**src/sv/crcfg_pkg.sv**
```systemverilog
// Package with CRC-32 constants, field widths and the byte division function.
`timescale 1ns / 1ps

package crcfg_pkg;

    localparam int unsigned DATA_W = 8;
    localparam int unsigned CRC_W  = 32;

    // x^32 term left out; the bit groups follow the polynomial's exponents
    localparam logic [CRC_W-1:0] CRC_POLY =
        (CRC_W'(1) << 26) |
        (CRC_W'(1) << 23) | (CRC_W'(1) << 22) | (CRC_W'(1) << 16) |
        (CRC_W'(1) << 12) | (CRC_W'(1) << 11) | (CRC_W'(1) << 10) | (CRC_W'(1) << 8) |
        (CRC_W'(1) << 7)  | (CRC_W'(1) << 5)  | (CRC_W'(1) << 4)  | (CRC_W'(1) << 2) |
        (CRC_W'(1) << 1)  | CRC_W'(1);

    typedef logic [CRC_W-1:0]  crc_word_t;
    typedef logic [DATA_W-1:0] data_byte_t;

    // Shift one byte into the remainder, MSB first, reducing by the polynomial
    function automatic crc_word_t crc_div_byte(input crc_word_t rem, input data_byte_t din);
        crc_word_t r;
        logic      top;
        r = rem;
        for (int k = DATA_W - 1; k >= 0; k--)
        begin
            top = r[CRC_W-1];
            r   = {r[CRC_W-2:0], din[k]};
            if (top)
            begin
                r = r ^ CRC_POLY;
            end
        end
        return r;
    endfunction

endpackage

```
**src/sv/crcfg_if.sv**
```systemverilog
// Valid/ready channel interfaces for frame bytes and frame results.
`timescale 1ns / 1ps

interface crcfg_frame_if;
    logic                       valid;
    logic                       ready;
    logic [crcfg_pkg::DATA_W-1:0] data_byte;
    logic                       is_crc_byte;
    logic                       last_byte;

    modport source (output valid, output data_byte, output is_crc_byte,
                    output last_byte, input ready);
    modport sink   (input valid, input data_byte, input is_crc_byte,
                    input last_byte, output ready);
endinterface

interface crcfg_result_if;
    logic                        valid;
    logic                        ready;
    logic [crcfg_pkg::CRC_W-1:0] remainder_out;
    logic                        crc_match;

    modport source (output valid, output remainder_out, output crc_match, input ready);
    modport sink   (input valid, input remainder_out, input crc_match, output ready);
endinterface

```
**src/sv/crc32_frame_generate_check_core.sv**
```systemverilog
// Top level: CRC-32 frame generator and checker, one byte per cycle while no result is stalled.
`timescale 1ns / 1ps

// Channel   Dir  Payload                                 Word accepted when
// -------   ---  --------------------------------------  ------------------------
// frame     in   data_byte[7:0], is_crc_byte, last_byte  frame.valid & frame.ready
// result    out  remainder_out[31:0], crc_match          result.valid & result.ready
//
// One byte per cycle sustained while no result is stalled; a word passes from frame to result
// through the input register, then the eight-step division into the result register.
// Reset clears the remainder, the gathered CRC and all valid flags.
// A stalled result holds the last byte of the next frame in the input register, and the bytes
// behind it wait; bytes before it produce no result and keep flowing while a result waits.

module crc32_frame_generate_check_core (
    input  logic          clk,
    input  logic          rst_n,
    crcfg_frame_if.sink   frame,
    crcfg_result_if.source result
);
    import crcfg_pkg::*;

    // input register stage
    logic       in_valid_reg;
    data_byte_t in_data_reg;
    logic       in_crc_reg;
    logic       in_last_reg;

    // frame state
    crc_word_t  rem_reg;
    crc_word_t  rcv_reg;

    // result register
    logic       out_valid_reg;
    crc_word_t  out_rem_reg;
    logic       out_match_reg;

    logic       consume;
    data_byte_t div_byte;
    crc_word_t  rem_next;
    crc_word_t  rcv_next;

    // The registered byte moves on unless it closes a frame and the result
    // slot is still occupied.
    assign consume = in_valid_reg && (!in_last_reg || !out_valid_reg || result.ready);
    assign frame.ready = !in_valid_reg || consume;

    // CRC-field bytes divide as zero and shift into the received CRC
    assign div_byte = in_crc_reg ? '0 : in_data_reg;
    assign rem_next = crc_div_byte(rem_reg, div_byte);
    assign rcv_next = in_crc_reg ? {rcv_reg[CRC_W-DATA_W-1:0], in_data_reg} : rcv_reg;

    assign result.valid         = out_valid_reg;
    assign result.remainder_out = out_rem_reg;
    assign result.crc_match     = out_match_reg;

    // Capture a new word whenever the input register frees up
    always_ff @(posedge clk or negedge rst_n)
    begin
        if (!rst_n)
        begin
            in_valid_reg <= 1'b0;
        end
        else if (frame.ready)
        begin
            in_valid_reg <= frame.valid;
        end
    end

    always_ff @(posedge clk)
    begin
        if (frame.ready && frame.valid)
        begin
            in_data_reg <= frame.data_byte;
            in_crc_reg  <= frame.is_crc_byte;
            in_last_reg <= frame.last_byte;
        end
    end

    // Advance the division; on the last byte, drop the state back to zero
    always_ff @(posedge clk or negedge rst_n)
    begin
        if (!rst_n)
        begin
            rem_reg <= '0;
            rcv_reg <= '0;
        end
        else if (consume)
        begin
            if (in_last_reg)
            begin
                rem_reg <= '0;
                rcv_reg <= '0;
            end
            else
            begin
                rem_reg <= rem_next;
                rcv_reg <= rcv_next;
            end
        end
    end

    // Hold the result until the sink takes it
    always_ff @(posedge clk or negedge rst_n)
    begin
        if (!rst_n)
        begin
            out_valid_reg <= 1'b0;
        end
        else if (consume && in_last_reg)
        begin
            out_valid_reg <= 1'b1;
        end
        else if (result.ready)
        begin
            out_valid_reg <= 1'b0;
        end
    end

    always_ff @(posedge clk)
    begin
        if (consume && in_last_reg)
        begin
            out_rem_reg   <= rem_next;
            out_match_reg <= (rem_next == rcv_next);
        end
    end

    // Frame state is clear after a closing byte
    a_clear_after_last: assert property (@(posedge clk) disable iff (!rst_n)
        consume && in_last_reg |=> rem_reg == '0 && rcv_reg == '0)
        else $error("frame state not cleared after last byte");

    // A pending result is never overwritten
    a_no_overwrite: assert property (@(posedge clk) disable iff (!rst_n)
        out_valid_reg && !result.ready |-> !(consume && in_last_reg))
        else $error("pending result overwritten");

    // Data bytes leave the gathered CRC alone
    a_rcv_stable: assert property (@(posedge clk) disable iff (!rst_n)
        consume && !in_crc_reg && !in_last_reg |=> $stable(rcv_reg))
        else $error("received CRC changed on a data byte");

    // A closing byte stuck in the input register means the result is stalled
    a_stall_reason: assert property (@(posedge clk) disable iff (!rst_n)
        in_valid_reg && !consume |-> in_last_reg && out_valid_reg && !result.ready)
        else $error("input stalled without a blocked result");

endmodule
```
**src/flat_wrapper.sv**
```systemverilog
// flat-port wrapper written by rule: the top's interface ports become plain ports
module crc32_frame_generate_check_core_flat import crcfg_pkg::*;
  (clk, rst_n, frame_valid, frame_data_byte, frame_is_crc_byte, frame_last_byte, frame_ready, result_valid, result_remainder_out, result_crc_match, result_ready);
  crcfg_frame_if frame_i ();
  crcfg_result_if result_i ();
  input  logic clk;
  input  logic rst_n;
  input wire logic [$bits(frame_i.valid)-1:0] frame_valid;
  input wire logic [$bits(frame_i.data_byte)-1:0] frame_data_byte;
  input wire logic [$bits(frame_i.is_crc_byte)-1:0] frame_is_crc_byte;
  input wire logic [$bits(frame_i.last_byte)-1:0] frame_last_byte;
  output wire logic [$bits(frame_i.ready)-1:0] frame_ready;
  output wire logic [$bits(result_i.valid)-1:0] result_valid;
  output wire logic [$bits(result_i.remainder_out)-1:0] result_remainder_out;
  output wire logic [$bits(result_i.crc_match)-1:0] result_crc_match;
  input wire logic [$bits(result_i.ready)-1:0] result_ready;
  assign frame_i.valid = frame_valid;
  assign frame_i.data_byte = frame_data_byte;
  assign frame_i.is_crc_byte = frame_is_crc_byte;
  assign frame_i.last_byte = frame_last_byte;
  assign frame_ready = frame_i.ready;
  assign result_valid = result_i.valid;
  assign result_remainder_out = result_i.remainder_out;
  assign result_crc_match = result_i.crc_match;
  assign result_i.ready = result_ready;
  crc32_frame_generate_check_core u_core (.clk(clk), .rst_n(rst_n), .frame(frame_i), .result(result_i));
endmodule
```
**config.mk**
```make
export PLATFORM = sky130hd
export DESIGN_NAME = crc32_frame_generate_check_core_flat
export DESIGN_NICKNAME = d
export VERILOG_FILES = /design/src/sv/crcfg_pkg.sv /design/src/sv/crcfg_if.sv /design/src/sv/crc32_frame_generate_check_core.sv /design/src/flat_wrapper.sv
export SDC_FILE = /design/constraint.sdc
export NUM_CORES = 1
export LEC_CHECK = 0
export BUFFER_PORTS_ARGS = -buffer_cell sky130_fd_sc_hd__buf_2
export CORE_ASPECT_RATIO = 0.75
export CORE_MARGIN = 5
export CORE_UTILIZATION = 48
export CTS_CLUSTER_SIZE = 10
export DETAILED_ROUTE_END_ITERATION = 6
export GPL_TIMING_DRIVEN = 0
export PLACE_DENSITY = 0.78
export SETUP_SLACK_MARGIN = 0.1
export SLEW_MARGIN = 15
export SYNTH_ARGS = -nofsm -noshare
export SYNTH_HDL_FRONTEND = slang
export SYNTH_SLANG_ARGS = --single-unit
```
**constraint.sdc**
```tcl
create_clock -name clk -period 2.7 [get_ports clk]
set_input_delay 0.54 -clock clk [delete_from_list [all_inputs] [get_ports clk]]
set_output_delay 0.54 -clock clk [all_outputs]
set_load 0.05 [all_outputs]
```
# Word-level counts from Yosys, hierarchy flattened
# Cells that the tools add are included.
# Widths: inputs -> output; s select.
totals:
  register_bits: 109
  elab_cells: 42
  output_inout_bits: 35
op_classes:
  bitwise: 8
  n_eq_ne: 1
  n_mux: 14
  reduce_logical: 10
ops:
  columns: ["cell", "n"]
  rows:
  - ["$mux 27", 8]
  - ["$not 14->14", 8]
  - ["$mux 32", 3]
  - ["$eq 32x32->1", 1]
  - ["$mux 8", 1]
  - ["$logic_and 1x1->1", 3]
  - ["$logic_not 1->1", 3]
  - ["$logic_or 1x1->1", 3]
  - ["$mux 1", 2]
  - ["$reduce_bool 2->1", 1]

# Depth between registers and ports, before layout
# Gate-level depths: netlist of run 1.
depth:
  ltp_word: 18
  ltp_mapped: 9
  ltp_nobuf: 7

# Worst setup path before layout of run 1
# Ideal clock, no wire load.
synth_timing:
  path_kind: "reg2reg"
  start: "register u_core.out_valid_reg (netlist: u_core.result.valid)"
  end: "register u_core.out_match_reg (netlist: u_core.result.crc_match) (enable)"
  arrival_time_ps: 2648
  setup_slack_ps: -372
  n_path_buf: 1
  t_required_ps: 2276
  stages_incl_launch_ff: 6
  setup_time_ps: 424
  cell_sequence: "dfrtp_1 > nor2b_1 > nand2_1 > nand2_1 > clkbuf_1 > nor2_1"
synth_via:
  elab_chain_cells: 5
synth_lines:
  columns: ["item", "line_no", "source"]
  rows:
  - ["start, declared", "crc32_frame_generate_check_core.sv:34", "logic out_valid_reg;"]
  - ["start signal, assigned", "crc32_frame_generate_check_core.sv:108", "out_valid_reg <= 1'b0;"]
  - ["start signal, assigned", "crc32_frame_generate_check_core.sv:112", "out_valid_reg <= 1'b1;"]
  - ["start signal, assigned", "crc32_frame_generate_check_core.sv:116", "out_valid_reg <= 1'b0;"]
  - ["$logic_not 1->1", "crc32_frame_generate_check_core.sv:45", "assign consume = in_valid_reg && (!in_last_reg || !out_valid_reg || result.ready);"]
  - ["$logic_or 1x1->1 (2 in series)", "crc32_frame_generate_check_core.sv:45", null]
  - ["$logic_and 1x1->1", "crc32_frame_generate_check_core.sv:45", null]
  - ["$logic_and 1x1->1", "crc32_frame_generate_check_core.sv:122", "if (consume && in_last_reg)"]
  - ["end signal, assigned", "crc32_frame_generate_check_core.sv:125", "out_match_reg <= (rem_next == rcv_next);"]
  - ["end, declared", "crc32_frame_generate_check_core.sv:36", "logic out_match_reg;"]
# Every way passes these cells.
# A chain may end at the register's enable or synchronous reset.

# Final worst setup path of run 1
layout_timing:
  start: "register u_core.rem_reg[27]"
  end: "register u_core.out_match_reg (netlist: u_core.result.crc_match) (data pin)"
layout_via:
  elab_chain_cells: 7
  elab_cells_between_ends: 8
  cone_classes: "eq/ne (1); mux (4); bitwise (3)"
layout_lines:
  columns: ["item", "line_no", "source"]
  rows:
  - ["start, declared", "crc32_frame_generate_check_core.sv:30", "crc_word_t rem_reg;"]
  - ["start signal, assigned", "crc32_frame_generate_check_core.sv:97", "rem_reg <= rem_next;"]
  - ["$mux 27 (*)", "crcfg_pkg.sv:29", "if (top)"]
  - ["$not 14->14 (no source line) or $mux 27 (tied branches)", null, null]
  - ["$mux 27 or $not 14->14 (tied branches)", null, null]
  - ["$not 14->14 (no source line) or $mux 27 (tied branches)", null, null]
  - ["$mux 27 or $not 14->14 (tied branches)", null, null]
  - ["$mux 27", "crcfg_pkg.sv:29", null]
  - ["$eq 32x32->1 (*)", "crc32_frame_generate_check_core.sv:125", null]
# Every way passes the cells marked *; elsewhere a longest branch is shown, timed or not.

==> metrics.txt, run 1 <==
Root Buffer=clkbuf_16; Worst setup SP type=flip-flop; maximum clock frequency=395 MHz; # nets final=560; GP Congestion=~0.85; Pint=around 5200 uW; Post-CTS Hold Fix Bufs=0; Final HPWL DP=10000 um; crit path from=u_core.rem_reg[27]$_DFFE_PN0P_; share of cells above drive strength 1=19.8%; unique cell type count in the Yosys netlist=38; leading cell types in the layout, fill and taps excluded=dfrtp_1, xnor2_1, buf_2, nand2_1, edfxtp_1; Final WS setup=between 150 and 200 ps; number of buffers created by CTS=9; IO Port Bufs=48; Clock Latency Late Sink=350 ps; Hold Crit Class=primary input to async pin; Syn. warnings=0; worst slew pin tran=631 ps; Crit Path Max Fanout=7; setup TNS=0 ps; Critical-path top delay cell=xnor3_1; Clock Power Share=approximately an eighth; die area=13900 sq um; number of routed nets with antenna violations=0; clock tree buffer depth=2; Initial Utilization=48.5%; sequential fraction of the synthesis area=a little over half; synthesized flop and latch total=109; H-tree levels=3; min Tclk post-route=2530 ps; Leak=around 0.0027 uW; antenna violations before repair=0; final WL=13600 um; GRT overflow=0; CTS tree=yes; post-synth top area share=29.6%; R2R cell count=9; part of the cycle the worst path needs=a little over nine tenths; cell taking the most area after synthesis=dfrtp_1; Post-Place Setup Slack=-64.3 ps; n_diodes=0; crit path kind=flip-flop to flip-flop; Rel. slew slack=58.0%; Setup crit end=u_core.result.crc_match$_DFFE_PP_; First-pass DRT Iterations=5; # DRC=0; NetSw=4110 uW; largest net degree at the start of global routing=40; number of global-route vias before repair=3811; syn avg cell area=11.7 sq um; width of the die=134 um; Sw Share=44.1%; Syn Std Cell Area=5570 sq um; Seq pwr share=28.3%; RSZ-0062 raised after global routing=no; Final Hold Viols=0; final-report setup violation count=0; outcome=complete, no violations; Vias/cell=approximately 5.6; arrival time worst endpoint=between 2000 and 3000 ps; hold slack final=approximately 110 ps; WL/cell=roughly 20 um; Slew Viols, Final=0; Net Count, Synth=492; num rows=34; worst r2r src=u_core.rem_reg[27]$_DFFE_PN0P_; most common cell after layout, fill and taps aside=dfrtp_1; worst flop-to-flop path endpoint=u_core.result.crc_match$_DFFE_PP_; Clock transition at path regs=80 ps; PD cells=about 1400 nW/um^2; CP Data Required Time=2930 ps; clk_skew=between 9 and 10 ps; Die Y=just over 100 um; Clock Sink Count=approximately 110; Area growth, synth to finish=15.4%; Reg2Reg Setup Slack=between 150 and 200 ps; top post-synthesis cells by area=dfrtp_1, edfxtp_1, xnor2_1, xor2_1, a22o_1; first-pass GRT wire length=21100 um; Via Count=3895; Syn Inst Count=approximately 480; All-Layer GR Usage=between 20% and 30%; Starting DRT DRC Count=422; Cell Chain, Critical Path=buf_2, xnor2_4, buf_4, xnor3_1, xnor2_1, nor4_1, nand2_1, a2111oi_2, o2111a_1; Core Area=11500 sq um; Gate power share=58.4%; CP endpoint kind=flip-flop; IO Pins=49; # Max-Cap Violations=0; CP peak stage delay=370 ps; worst vdd ir=0.000608 V
## stage by stage
step / utilization (%) / std cells / instance area (sq um) / power (uW)
after floorplan: - / 478 / 5580 / 6640
after global placement: 52.2 / 670 / 6000 / 7720
after detailed placement: 52.6 / 672 / 6040 / 7840
after CTS: 55.1 / 688 / 6330 / 9100
after global routing: 56.0 / 695 / 6430 / 9780
final: 56.0 / 695 / 6430 / 9320
## synthesized netlist by cell type (all sizes together)
cell,n
nand2b,2
a21boi,1
nor3,1
a2111oi,1
mux2i,11
clkbuf,16
xor2,28
nor2b,28
xnor3,7
o2111a,1
nor4,4
xor3,2
a22oi,7
xnor2,71
nand3,2
or2,1
clkinv,1
dfrtp,66
inv,9
o21ai,34
edfxtp,43
nor2,7
nand4,3
a21oi,39
a22o,26
o211ai,1
and2,2
buf,14
o31ai,4
nand2,46
## routing by layer
layer  up-vias  share of wire (%)  wire length [um]  track usage (%)
li1       1792                  -                 -                -
met1      1928                 46              6240             28.9
met2       160                 45              6100             31.3
met3        15                8.0              1090             5.46
met4         0               0.98               133             3.99
met5         -                  0                 0                0
## logic make-up after synthesis
group	count (synthesis)	synth area share (%)
xor gates and xnor gates	108	20.8
AOI/OAI and AO/OA	114	12.9
buffers and inverters	40	3.16
DFF	109	52.8
and+or+nand+nor	96	8.44
muxes	11	1.98
## power groups by stage
stage                     Sequential [uW]  Combinational, uW  Clock [uW]
after floorplan                      3380               3260           0
after global placement               2650               5070           0
after detailed placement             2660               5180           0
after CTS                            2630               5210        1260
after global routing                 2680               5780        1320
final                                2640               5440        1240
## critical path, delay by kind of cell (launching register included)
family,cells,cell delay (ps)
simple gates,2,320
compound gates,2,440
flops,1,350
buf+inv,2,390
xor+xnor,3,890
## timing repair
action                                  CTS  global route
endpoints found under the setup margin   21            21
pin swaps                                 0             4
resized for setup                         3            14
buffers inserted                          0             7
## worst min-delay path by stage
stage,to,slack [ps]
detailed placement,u_core.rcv_reg[29]$_DFFE_PN0P_,470
global placement,u_core.rcv_reg[28]$_DFFE_PN0P_,450
floorplan,u_core.in_valid_reg$_DFFE_PN0N_,240
global route,u_core.rcv_reg[4]$_DFFE_PN0P_,130
CTS,u_core.rcv_reg[14]$_DFFE_PN0P_,120
finish,u_core.rcv_reg[4]$_DFFE_PN0P_,110
## layout make-up
class	instances	area [sq um]
buffer	30	149
clock buffer	10	229
clock inverter	6	47.5
fill	959	5050
inverter	10	37.5
multi-input combinational	329	2510
sequential	109	2940
tap	144	180
timing repair buffer	57	335
Power figures use the tool's default switching activity.
==> run 2, diff against run 1 <==
--- a/config.mk
+++ b/config.mk
@@ -5,6 +5,7 @@
 export SDC_FILE = /design/constraint.sdc
 export NUM_CORES = 1
 export LEC_CHECK = 0
+export ABC_AREA = 1
 export BUFFER_PORTS_ARGS = -buffer_cell sky130_fd_sc_hd__buf_2
 export CORE_ASPECT_RATIO = 0.75
 export CORE_MARGIN = 5
==> metrics.txt, run 2 <==
Core Area=13000 sq um; Async SR Flop Fraction=60.6%; Post-synth EDFFs=43; hold slack final=between 90 and 100 ps; PD cells=approximately 1400 nW/um^2; # Max-Cap Violations=0; placed insts=1080; num rows=36; IO Port Bufs=between 40 and 50; Final HPWL DP=13700 um; cell taking the most area after synthesis=dfrtp_1; arrival time worst endpoint=2700 ps; Post-CTS Setup Repair Bufs=0; WL/cell=16.8 um; most common cell after layout, fill and taps aside=nand2_1; Final WS setup=225 ps; CP endpoint kind=flip-flop; die area=15800 sq um; Area growth, synth to finish=12.3%; number of global-route vias before repair=5220; unique cell type count in the Yosys netlist=29; antenna violations before repair=0; H-tree levels=3; area of the multi-input gates=roughly 2700 sq um; number of routed nets with antenna violations=0; share of cells above drive strength 1=about 12%; Clock transition at path regs=approximately 80 ps; Clock Sink Count=109; Die Y=110 um; Syn. warnings=0; Starting DRT DRC Count=735; Post-synth top cells=nand2_1, inv_1, nand3_1, dfrtp_1, o22ai_1; # DRC=0; Syn Std Cell Area=6400 sq um; first-pass GRT wire length=28000 um; Post-CTS Hold Fix Bufs=0; part of the cycle the worst path needs=91.7%; main flop type after synthesis=dfrtp_1; IO Pins=49; maximum clock frequency=between 400 and 500 MHz; post-CTS resize count=2; All-Layer GR Usage=23.8%; number of buffers created by CTS=9; Leak=0.00372 uW; Vias/cell=approximately 5.5; Post-Place Setup Slack=-144 ps; Via Count=5974; leading cell types in the layout, fill and taps excluded=nand2_1, inv_1, nand3_1, dfrtp_1, buf_2; Final Hold Viols=0; GRT overflow=0; fin cells=1096; syn avg cell area=around 7.4 sq um; width of the die=~140 um; final-report setup violation count=0; cell with the most instances after synthesis=nand2_1; min Tclk post-route=2470 ps; CTS tree=yes; largest net degree at the start of global routing=39; Syn Inst Count=860; Initial Utilization=49.2%; GP Congestion=1.02; # nets final=934; Rel. slew slack=37.1%; First-pass DRT Iterations=5; clk_skew=8.80 ps; worst slew pin tran=934 ps; synthesized flop and latch total=~110; fillers=1231; crit path kind=flip-flop to flip-flop; clock tree buffer depth=2; final WL=about 18000 um; top post-synthesis cells by area=dfrtp_1, edfxtp_1, nand2_1, inv_1, nand3_1; Net Count, Synth=874; Worst setup SP type=flip-flop; Slew Viols, Final=0; sequential fraction of the synthesis area=46.0%; Clock Latency Late Sink=360 ps; CP Data Required Time=roughly 2900 ps; outcome=complete, no violations; Root Buffer=clkbuf_16; post-synth top area share=25.8%; worst vdd ir=0.000635 V; Storage cell area=~3000 sq um; n_diodes=0; Crit Path Max Fanout=10; Hold Crit Class=primary input to async pin; RSZ-0062 raised after global routing=no
## run 2: path summary, 6_finish.rpt
| check | start | to | slack, ps | cells after the start |
|---|---|---|---|---|
| setup / recovery | u_core.in_crc_reg$_DFFE_PP_ | u_core.result.crc_match$_DFFE_PP_ | 230 | 10 |
| hold / removal | rst_n | u_core.rem_reg[24]$_DFFE_PN0P_ | 100 | 1 |
| setup reg to reg | u_core.in_crc_reg$_DFFE_PP_ | u_core.result.crc_match$_DFFE_PP_ | 230 | 10 |
| hold reg to reg | u_core.result.valid$_DFFE_PN0P_ | u_core.result.valid$_DFFE_PN0P_ | 540 | 2 |
| max in group asynchronous | rst_n | u_core.rcv_reg[21]$_DFFE_PN0P_ | 2040 | 2 |
| min in group clk | frame_data_byte[6] | u_core.in_data_reg[6]$_DFFE_PP_ | 350 | 1 |
## run 2: layer usage
metal  GRT usage, %  wire [um]  vias up
li1               -          -     2856
met1           34.0       8140     2759
met2           34.6       7680      314
met3           7.50       2160       45
met4           7.33        456        0
met5              0          0        -
## run 2: cell families (layout without fill, tap and decap cells)
| logic type | after synthesis | after routing | synth area share (%) |
|---|---|---|---|
| simple gates | 451 | 451 | 29.3 |
| buf+inv | 173 | 238 | 11.9 |
| flops | 109 | 109 | 46.0 |
| compound gates | 99 | 99 | 8.79 |
| xor+xnor | 28 | 28 | 4.06 |
## run 2: area by class of cell
| cell class | count | share of cell area [%] |
|---|---|---|
| clock inverters | 7 | 1.17 |
| well taps | 171 | 2.97 |
| plain buffers | 35 | 3.31 |
| inverters | 138 | 7.31 |
| clock buffers | 9 | 3.13 |
| repair buffers | 49 | 3.65 |
| multi-input cells | 578 | 37.5 |
| flip-flops and latches | 109 | 40.9 |
## run 2: through the flow
stage / cell area [sq um] / TNS [ps] / power [uW] / util [%]
6_report: 7190 / 0 / 10300 / 55.2
5_1_grt: 7190 / 0 / 11000 / 55.2
4_1_cts: 7190 / 0 / 10200 / 55.2
3_5_place_dp: 6880 / -4650 / 8800 / 52.8
3_3_place_gp: 6860 / -18870 / 8640 / 52.7
2_1_floorplan: 6400 / 0 / 7220 / -
## run 2: power breakdown
group | leakage (uW) | switching [uW] | internal, uW
logic | 0.00229 | 4480 | 1860
clock network | 0.000152 | 700 | 672
registers | 0.00128 | 240 | 2370
total | 0.00372 | 5420 | 4900
## run 2: critical path: stages, from the launching register on
cell      delay [ps]
edfxtp_1         430
buf_4            210
buf_2            190
o21ai_0          540
nand3b_1         190
nand2_1           50
nor2_1           190
nand3_1          140
nor2_1           150
nand2_1          110
nor2_1           110
